--- src/design/ist_pkg.sv ---
// Shared types and constants for the id slot table.
// Used by the engine, the top level and the port checker; depends on nothing.
package ist_pkg;

  localparam int SLOTS_DEF = 16;

  // Opcodes. The unused code behaves as a find.
  localparam logic [1:0] OP_FIND   = 2'd0;
  localparam logic [1:0] OP_INSERT = 2'd1;
  localparam logic [1:0] OP_ERASE  = 2'd2;

  // Result status codes.
  localparam logic [1:0] ST_OK        = 2'd0;
  localparam logic [1:0] ST_NOT_FOUND = 2'd1;
  localparam logic [1:0] ST_FULL      = 2'd2;
  localparam logic [1:0] ST_INVALID   = 2'd3;

  // Register index, taken from bit 2 of the byte address.
  localparam logic REG_RESERVED_ID = 1'b0;

  typedef struct packed {
    logic [1:0]  opcode;
    logic [31:0] requester_id;
  } ist_in_t;

  typedef struct packed {
    logic [4:0] slot_index;
    logic [1:0] status;
    logic [4:0] entry_count;
  } ist_out_t;

  // Result handed from the engine to the output register.
  typedef struct packed {
    logic     load;
    ist_out_t word;
  } ist_res_t;

  typedef enum logic [1:0] {
    ST_IDLE,
    ST_SCAN,
    ST_LAST,
    ST_DONE
  } ist_state_t;

endpackage

--- src/design/ist_ram.sv ---
// Generic single-write, single-read synchronous RAM with a registered read.
// Stand-alone; no package dependencies.
module ist_ram #(
  parameter int WIDTH = 32,
  parameter int DEPTH = 16
) (
  input  logic                     clk,
  input  logic                     we,
  input  logic [$clog2(DEPTH)-1:0] waddr,
  input  logic [WIDTH-1:0]         wdata,
  input  logic [$clog2(DEPTH)-1:0] raddr,
  output logic [WIDTH-1:0]         rdata
);

  logic [WIDTH-1:0] mem [DEPTH];
  logic [WIDTH-1:0] rdata_r;

  always_ff @(posedge clk) begin
    if (we) begin
      mem[waddr] <= wdata;
    end
    rdata_r <= mem[raddr];
  end

  assign rdata = rdata_r;

endmodule

--- src/design/ist_engine.sv ---
// Request engine: sequencer, slot scan over the id memory, valid bits and count.
// Depends on ist_pkg and ist_ram.
module ist_engine #(
  parameter int SLOTS = ist_pkg::SLOTS_DEF
) (
  input  logic              clk,
  input  logic              rst_n,
  input  logic              in_valid,
  input  ist_pkg::ist_in_t  in_data,
  output logic              in_stall,
  input  logic [31:0]       reserved_id,
  input  logic              out_free,
  output ist_pkg::ist_res_t res
);

  localparam int IW = $clog2(SLOTS);
  localparam int CW = $clog2(SLOTS + 1);
  localparam logic [IW-1:0] LAST_IDX = IW'(SLOTS - 1);
  localparam logic [4:0] FAIL_SLOT = 5'(SLOTS);

  ist_pkg::ist_state_t state_r, state_nxt;

  logic [1:0]       op_r;
  logic [31:0]      id_r;
  logic             bad_r;
  logic [IW-1:0]    idx_r;
  logic             pend_r;
  logic [IW-1:0]    pend_idx_r;
  logic             hit_r, free_r;
  logic [IW-1:0]    hit_idx_r, free_idx_r;
  logic [SLOTS-1:0] valid_r;
  logic [CW-1:0]    count_r, count_nxt;

  logic        accept, commit, bad_in;
  logic        do_write, do_clear;
  logic [31:0] rd_data;
  ist_pkg::ist_out_t word;

  ist_ram #(
    .WIDTH(32),
    .DEPTH(SLOTS)
  ) u_ram (
    .clk  (clk),
    .we   (commit && do_write),
    .waddr(free_idx_r),
    .wdata(id_r),
    .raddr(idx_r),
    .rdata(rd_data)
  );

  assign bad_in = (in_data.requester_id == 32'd0) || (in_data.requester_id == reserved_id);

  always_comb begin
    state_nxt = state_r;
    unique case (state_r)
      ist_pkg::ST_IDLE: begin
        if (in_valid) begin
          state_nxt = bad_in ? ist_pkg::ST_DONE : ist_pkg::ST_SCAN;
        end
      end
      ist_pkg::ST_SCAN: begin
        if (idx_r == LAST_IDX) begin
          state_nxt = ist_pkg::ST_LAST;
        end
      end
      ist_pkg::ST_LAST: state_nxt = ist_pkg::ST_DONE;
      ist_pkg::ST_DONE: begin
        if (out_free) begin
          state_nxt = ist_pkg::ST_IDLE;
        end
      end
      default: state_nxt = ist_pkg::ST_IDLE;
    endcase
  end

  always_comb begin
    in_stall = 1'b1;
    accept   = 1'b0;
    commit   = 1'b0;
    unique case (state_r)
      ist_pkg::ST_IDLE: begin
        in_stall = 1'b0;
        accept   = in_valid;
      end
      ist_pkg::ST_DONE: commit = out_free;
      default: ;
    endcase
  end

  // Outcome of the finished scan and the table update it implies.
  always_comb begin
    word.slot_index = FAIL_SLOT;
    word.status     = ist_pkg::ST_OK;
    count_nxt       = count_r;
    do_write        = 1'b0;
    do_clear        = 1'b0;
    if (bad_r) begin
      word.status = ist_pkg::ST_INVALID;
    end else begin
      case (op_r)
        ist_pkg::OP_INSERT: begin
          if (hit_r) begin
            word.slot_index = 5'(hit_idx_r);
          end else if (free_r) begin
            word.slot_index = 5'(free_idx_r);
            do_write        = 1'b1;
            count_nxt       = count_r + CW'(1);
          end else begin
            word.status = ist_pkg::ST_FULL;
          end
        end
        ist_pkg::OP_ERASE: begin
          if (hit_r) begin
            word.slot_index = 5'(hit_idx_r);
            do_clear        = 1'b1;
            if (count_r != '0) begin
              count_nxt = count_r - CW'(1);
            end
          end else begin
            word.status = ist_pkg::ST_NOT_FOUND;
          end
        end
        default: begin
          if (hit_r) begin
            word.slot_index = 5'(hit_idx_r);
          end else begin
            word.status = ist_pkg::ST_NOT_FOUND;
          end
        end
      endcase
    end
    word.entry_count = 5'(count_nxt);
  end

  assign res.load = commit;
  assign res.word = word;

  always_ff @(posedge clk) begin
    if (!rst_n) begin
      state_r <= ist_pkg::ST_IDLE;
      idx_r   <= '0;
      pend_r  <= 1'b0;
      hit_r   <= 1'b0;
      free_r  <= 1'b0;
      valid_r <= '0;
      count_r <= '0;
    end else begin
      state_r <= state_nxt;
      pend_r  <= (state_r == ist_pkg::ST_SCAN);
      if (accept) begin
        idx_r  <= '0;
        hit_r  <= 1'b0;
        free_r <= 1'b0;
      end else if (state_r == ist_pkg::ST_SCAN) begin
        idx_r <= idx_r + IW'(1);
      end
      // Read data of the slot issued last cycle; slots arrive in ascending order,
      // so the first hit and the first empty slot are the lowest ones.
      if (pend_r) begin
        if (!hit_r && valid_r[pend_idx_r] && (rd_data == id_r)) begin
          hit_r <= 1'b1;
        end
        if (!free_r && !valid_r[pend_idx_r]) begin
          free_r <= 1'b1;
        end
      end
      if (commit) begin
        count_r <= count_nxt;
        if (do_write) begin
          valid_r[free_idx_r] <= 1'b1;
        end
        if (do_clear) begin
          valid_r[hit_idx_r] <= 1'b0;
        end
      end
    end
  end

  always_ff @(posedge clk) begin
    if (accept) begin
      op_r  <= in_data.opcode;
      id_r  <= in_data.requester_id;
      bad_r <= bad_in;
    end
    pend_idx_r <= idx_r;
    if (pend_r && !hit_r) begin
      hit_idx_r <= pend_idx_r;
    end
    if (pend_r && !free_r) begin
      free_idx_r <= pend_idx_r;
    end
  end

endmodule

--- src/design/id_slot_table.sv ---
// Top level of the id slot table: register port, engine and output register.
// Depends on ist_pkg and ist_engine.
//
// Usage: each input word carries an opcode (find, insert, erase) and a 32-bit
// requester id; each accepted word produces exactly one result word with the
// slot index, a status code and the entry count after the request.
// Both channels use valid/stall; a word moves when valid is high and stall low.
// The engine scans the id memory one slot per cycle through its single read
// port and takes the next word only once the result of the last one has
// moved into the output register. A request with an invalid id skips the scan.
// The result sits in an output register; while the receiver stalls, the engine
// holds its finished result and stalls the input, and nothing is lost.
// Reset (synchronous, active low) empties the table through per-slot valid
// bits at once, clears the count and the reserved id; no clearing pass runs.
// The reserved id register lies at byte address 0 of the APB-style port; the user
// must write it only while the block is idle, which the block does not enforce.
module id_slot_table #(
  parameter int SLOTS = ist_pkg::SLOTS_DEF
) (
  input  logic              clk,
  input  logic              rst_n,
  input  logic              in_valid,
  input  ist_pkg::ist_in_t  in_data,
  output logic              in_stall,
  output logic              out_valid,
  output ist_pkg::ist_out_t out_data,
  input  logic              out_stall,
  input  logic              cfg_psel,
  input  logic              cfg_penable,
  input  logic              cfg_pwrite,
  input  logic [2:0]        cfg_paddr,
  input  logic [31:0]       cfg_pwdata,
  output logic [31:0]       cfg_prdata,
  output logic              cfg_pready
);

  logic [31:0]       reserved_id_r;
  logic              out_valid_r;
  ist_pkg::ist_out_t out_data_r;
  logic              out_free;
  ist_pkg::ist_res_t res;

  assign cfg_pready = 1'b1;
  assign cfg_prdata = (cfg_paddr[2] == ist_pkg::REG_RESERVED_ID) ? reserved_id_r : 32'd0;

  always_ff @(posedge clk) begin
    if (!rst_n) begin
      reserved_id_r <= 32'd0;
    end else if (cfg_psel && cfg_penable && cfg_pwrite &&
                 (cfg_paddr[2] == ist_pkg::REG_RESERVED_ID)) begin
      reserved_id_r <= cfg_pwdata;
    end
  end

  ist_engine #(
    .SLOTS(SLOTS)
  ) u_engine (
    .clk        (clk),
    .rst_n      (rst_n),
    .in_valid   (in_valid),
    .in_data    (in_data),
    .in_stall   (in_stall),
    .reserved_id(reserved_id_r),
    .out_free   (out_free),
    .res        (res)
  );

  assign out_free = !out_valid_r || !out_stall;

  always_ff @(posedge clk) begin
    if (!rst_n) begin
      out_valid_r <= 1'b0;
    end else if (res.load) begin
      out_valid_r <= 1'b1;
    end else if (!out_stall) begin
      out_valid_r <= 1'b0;
    end
  end

  always_ff @(posedge clk) begin
    if (res.load) begin
      out_data_r <= res.word;
    end
  end

  assign out_valid = out_valid_r;
  assign out_data  = out_data_r;

endmodule

--- config.mk ---
export PLATFORM = sky130hd
export DESIGN_NAME = id_slot_table
export DESIGN_NICKNAME = d
export VERILOG_FILES = /design/src/design/ist_pkg.sv /design/src/design/ist_ram.sv /design/src/design/ist_engine.sv /design/src/design/id_slot_table.sv
export SDC_FILE = /design/constraint.sdc
export NUM_CORES = 1
export LEC_CHECK = 0
export CORE_ASPECT_RATIO = 1.25
export CORE_MARGIN = 10
export CORE_UTILIZATION = 35
export DETAILED_ROUTE_END_ITERATION = 16
export DONT_BUFFER_PORTS = 1
export PLACE_DENSITY = 0.57
export SYNTH_ARGS = -nofsm -noshare
export SYNTH_HDL_FRONTEND = slang
export SYNTH_SLANG_ARGS = --single-unit
--- constraint.sdc ---
create_clock -name clk -period 4.8 [get_ports clk]
set_input_delay 0.96 -clock clk [delete_from_list [all_inputs] [get_ports clk]]
set_output_delay 0.96 -clock clk [all_outputs]
set_load 0.01 [all_outputs]
==> parameters.txt <==
Parameter                              Value

Setup path
  Reg-to-reg endpoint ... u_engine.u_ram.mem[10][12]
  Delay of the slowest critical-path stage ... 620 ps
  Largest delay share family, worst path ... simple AND/OR/NAND/NOR gates
  Worst Setup End Kind ... flip-flop
  Crit path capture ... u_engine.u_ram.mem[10][12]
  Critical path origin ... u_engine.state_r[1]
  Critical path arrival ... 3430 ps
  Critical path fanouts, max ... 17
  Cell with the largest stage delay on the worst path ... sky130_fd_sc_hd__nor2_4
  Critical Setup Path Class ... flip-flop to flip-flop
  Cell count along the critical path ... 8
  Critical R2R Launch ... u_engine.state_r[1]
  Flop2flop setup slack ... 1680 ps
  Worst Reg2Reg Path Length in Cells ... 8
  Critical path startpoint category ... flip-flop
  Number of buffers and inverters on the critical path ... 3
  Cell chain of the critical path ... ha_1 -> nand2b_1 -> buf_4 -> inv_2 -> nand3_1 -> or3_1 -> nor2_4 -> buf_12
  Critical Path RT ... 5110 ps

STA
  Total negative slack ... 0 ps
  Total count of max-transition violations in the final report ... 0
  Tcrit/Tclk final ... 64.9%
  Number of setup violations in the final report ... 0
  Pin slew with the least headroom to its limit ... 1110 ps
  Number of failing hold endpoints at the final stage ... 0
  Clock skew ... 29.2 ps
  Final worst-path setup slack ... 1680 ps
  Unrepaired setup endpoints after global routing ... no
  Timing-limited maximum frequency ... 0.321 GHz
  Period minus WS final ... 3120 ps
  Worst max-slew margin expressed relative to the limit ... 26.1%

Die
  Starting utilization of the core area ... 35.4%
  Die extent in x ... 262 microns
  Die outline height ... 322 microns
  Number of top-level design ports ... 123
  Total number of placement rows ... 110
  Area of the die ... 0.0844 sq mm
  Core Footprint ... 0.0723 sq mm

Min path
  Worst Hold Launch ... in_data[28]
  Hold Crit Class ... input port to flip-flop

Global routing
  Total global routing overflow ... 0
  Pin count of the biggest net entering global routing ... 57
  Wire length of the first global-routing pass ... 87400 microns
  Total track usage ... 14.1%
  Antenna violations before repair ... 4
  Number of global-route vias before repair ... 13000

Place
  Placed cell areas ... 0.0270 sq mm
  Routability congestion estimate from global placement ... 0.777
  Estimated wirelength of the detail-placed design ... 37100 microns
  Port bufs ... 0
  Setup WS pre-CTS ... 993 ps

Routing
  Number of DRC markers in iteration 0 ... 1058
  Via count normalized by instance count ... 5.22
  Count of TritonRoute iterations in the first routing pass ... 7
  Via count ... 12200
  Post-detailed-route wirelength per cell ... 25.2 microns
  Final WL ... 59100 microns
  Post-DRT Antenna Nets ... 0
  Number of remaining DRC errors ... 0

Layout
  Core Util, Final ... 40.1%
  Post-layout instance area ... 0.0290 sq mm
  Layout-stage area growth over the synthesis result ... 13.2%
  Fraction of final layout cells with drive strength greater than 1 ... 22.8%
  Nets ... 1419

Synth
  Synthesis Warnings ... 0
  Adder and majority gate portion of the synthesized area ... 0.489%
  Synth Area in Compound Gates ... 2.47%
  Top cell type's share of synthesized area ... 66.5%
  Synthesized instance count ... 1296
  XOR/XNOR Fraction of Synth Area ... 2.29%
  Number of register bits inferred by synthesis ... 666
  Combinational family with the most area after synthesis ... multiplexers
  Cells taking the most area after synthesis ... sky130_fd_sc_hd__edfxtp_1 (67%), sky130_fd_sc_hd__mux4_2 (15%), sky130_fd_sc_hd__dfxtp_1 (7.7%), sky130_fd_sc_hd__xor2_1 (2.1%), sky130_fd_sc_hd__nand2_1 (1.1%)
  EDFF count, synth ... 567
  Multiplexer share of the synthesized area ... 14.6%
  Synth cell types ... 56
  Library cell with the highest instance count after synthesis ... sky130_fd_sc_hd__edfxtp_1
  List of most frequent post-synthesis cells ... sky130_fd_sc_hd__edfxtp_1 (567), sky130_fd_sc_hd__mux4_2 (165), sky130_fd_sc_hd__dfxtp_1 (99)
  Top FF cell, synth ... sky130_fd_sc_hd__edfxtp_1
  Mean cell area of the mapped netlist ... 19.7 sq um
  Library cell occupying the most area in the post-synthesis netlist ... sky130_fd_sc_hd__edfxtp_1
  Async set-reset flop share out of synthesis ... 0%
  Sequential fraction of the synthesis area ... 74.3%
  Area fraction in and, or, nand and nor cells after synthesis ... 4.30%
  Cell area after synthesis ... 0.0256 sq mm
  Net count of the mapped netlist ... 1382

Clock network
  CTS Root Cell ... sky130_fd_sc_hd__clkbuf_16
  Latest clock arrival within the worst-skew pair ... 630 ps
  Maximum level of the CTS H-tree ... 2
  Maximum clock insertion buffer count ... 3
  Buffers inserted by post-CTS timing repair ... 0
  Number of clock buffers inserted by TritonCTS ... 60
  Total of hold buffers inserted after clock tree synthesis ... 0
  Number of cells upsized or downsized after cts ... 0
  Clk slew on worst S/H paths ... 60 ps
  TritonCTS clock tree ... done
  Clock sink count ... 666

Pwr
  Total power divided by cell area ... 457 mW/mm^2
  Worst ir drop on vdd ... 309 uV
  Static Leakage ... 8.89 nW

Outcome
  Status ... complete, no violations

Job
  Number of max-cap violations ... 0
[cells in the final DEF, fill, tap and decap left out, types with 5 or more instances in the layout]
master / count
sky130_fd_sc_hd__o21ai_0: 5
sky130_fd_sc_hd__clkbuf_16: 62
sky130_fd_sc_hd__o221a_1: 16
sky130_fd_sc_hd__nor4_1: 24
sky130_fd_sc_hd__xor2_1: 62
sky130_fd_sc_hd__nand2_1: 78
sky130_fd_sc_hd__nor2b_1: 35
sky130_fd_sc_hd__nor2_1: 20
sky130_fd_sc_hd__bufinv_16: 6
sky130_fd_sc_hd__inv_1: 14
sky130_fd_sc_hd__a21oi_1: 43
sky130_fd_sc_hd__dfxtp_1: 95
sky130_fd_sc_hd__edfxtp_1: 567
sky130_fd_sc_hd__xnor2_1: 5
sky130_fd_sc_hd__nand4_1: 8
sky130_fd_sc_hd__mux4_2: 165
sky130_fd_sc_hd__o21ai_1: 5
sky130_fd_sc_hd__or3_1: 6
sky130_fd_sc_hd__nand3_1: 7
sky130_fd_sc_hd__buf_12: 10
sky130_fd_sc_hd__nor2_4: 12
sky130_fd_sc_hd__ha_1: 10
sky130_fd_sc_hd__clkinv_2: 11
sky130_fd_sc_hd__clkbuf_1: 15
sky130_fd_sc_hd__clkinv_1: 11
sky130_fd_sc_hd__buf_4: 26
[kinds of logic (layout without fill, tap and decap cells)]
family / after synthesis / after routing
flip-flops: 666 / 666
multiplexers: 168 / 168
adder cells (fa/ha/maj): 10 / 10
AO/OA/AOI/OAI: 91 / 91
AND/OR/NAND/NOR: 215 / 215
other: 1 / 5
buffers and inverters: 78 / 166
XOR/XNOR: 67 / 67
[state kept, by name (all words and copies together) (netlist names), 4 cells and up]
| register | cells |
|---|---|
| u_engine.hit_idx_r | 4 |
| out_data | 12 |
| u_engine.free_idx_r | 4 |
| u_engine.id_r | 32 |
| u_engine.u_ram.mem | 512 |
| u_engine.valid_r | 16 |
| u_engine.count_r | 5 |
| u_engine.u_ram.rdata | 32 |
| reserved_id_r | 32 |
| u_engine.idx_r | 4 |
| u_engine.pend_idx_r | 4 |
[routing by layer]
layer / vias to the layer above / share of wire (%) / track usage [%] / wire [microns]
li1: 5291 / - / - / -
met1: 6469 / 39 / 16.9 / 23200
met2: 360 / 52 / 24.3 / 30600
met3: 87 / 6.4 / 3.32 / 3760
met4: 0 / 2.6 / 4.85 / 1520
met5: - / 0 / 0 / 0
[worst min path at each step]
stage,endpoint,cells after the start,slack [ps]
floorplan,u_engine.pend_idx_r[2],0,330
global placement,reserved_id_r[11],2,470
detailed placement,reserved_id_r[18],2,470
CTS,u_engine.id_r[27],0,380
global route,u_engine.id_r[25],0,390
finish,u_engine.id_r[28],0,420
[cell type report]
cell class / instances / area, sq um
clock buffer: 80 / 1650
multi-input combinational: 552 / 6310
inverter: 17 / 63.8
clock inverter: 33 / 324
tap: 952 / 1190
antenna: 4 / 10.0
fill: 6440 / 43300
timing repair buffer: 36 / 395
sequential: 666 / 19000
[worst reg2reg max path: cells and delay by family (launching register included)]
family / cells / cell delay (ps)
fa+ha+maj: 1 / 220
buf+inv: 3 / 700
flops: 1 / 380
simple gates: 4 / 1490
[power breakdown]
part	leakage, nW	internal [mW]	switching (mW)
sequential	5.93	6.69	0.432
clock	0.960	2.73	2.05
combinational	2.01	0.710	0.625
total	8.89	10.1	3.11
[stage by stage]
step | cells | power, mW | hold slack, ps
floorplan | 1296 | 8.20 | 326
global placement | 2223 | 8.60 | 467
finish | 2340 | 13.2 | 421
detailed placement | 2223 | 8.63 | 473
global route | 2337 | 13.7 | 389
CTS | 2336 | 13.4 | 381
Note: power is estimated with default switching activity, not from simulation.
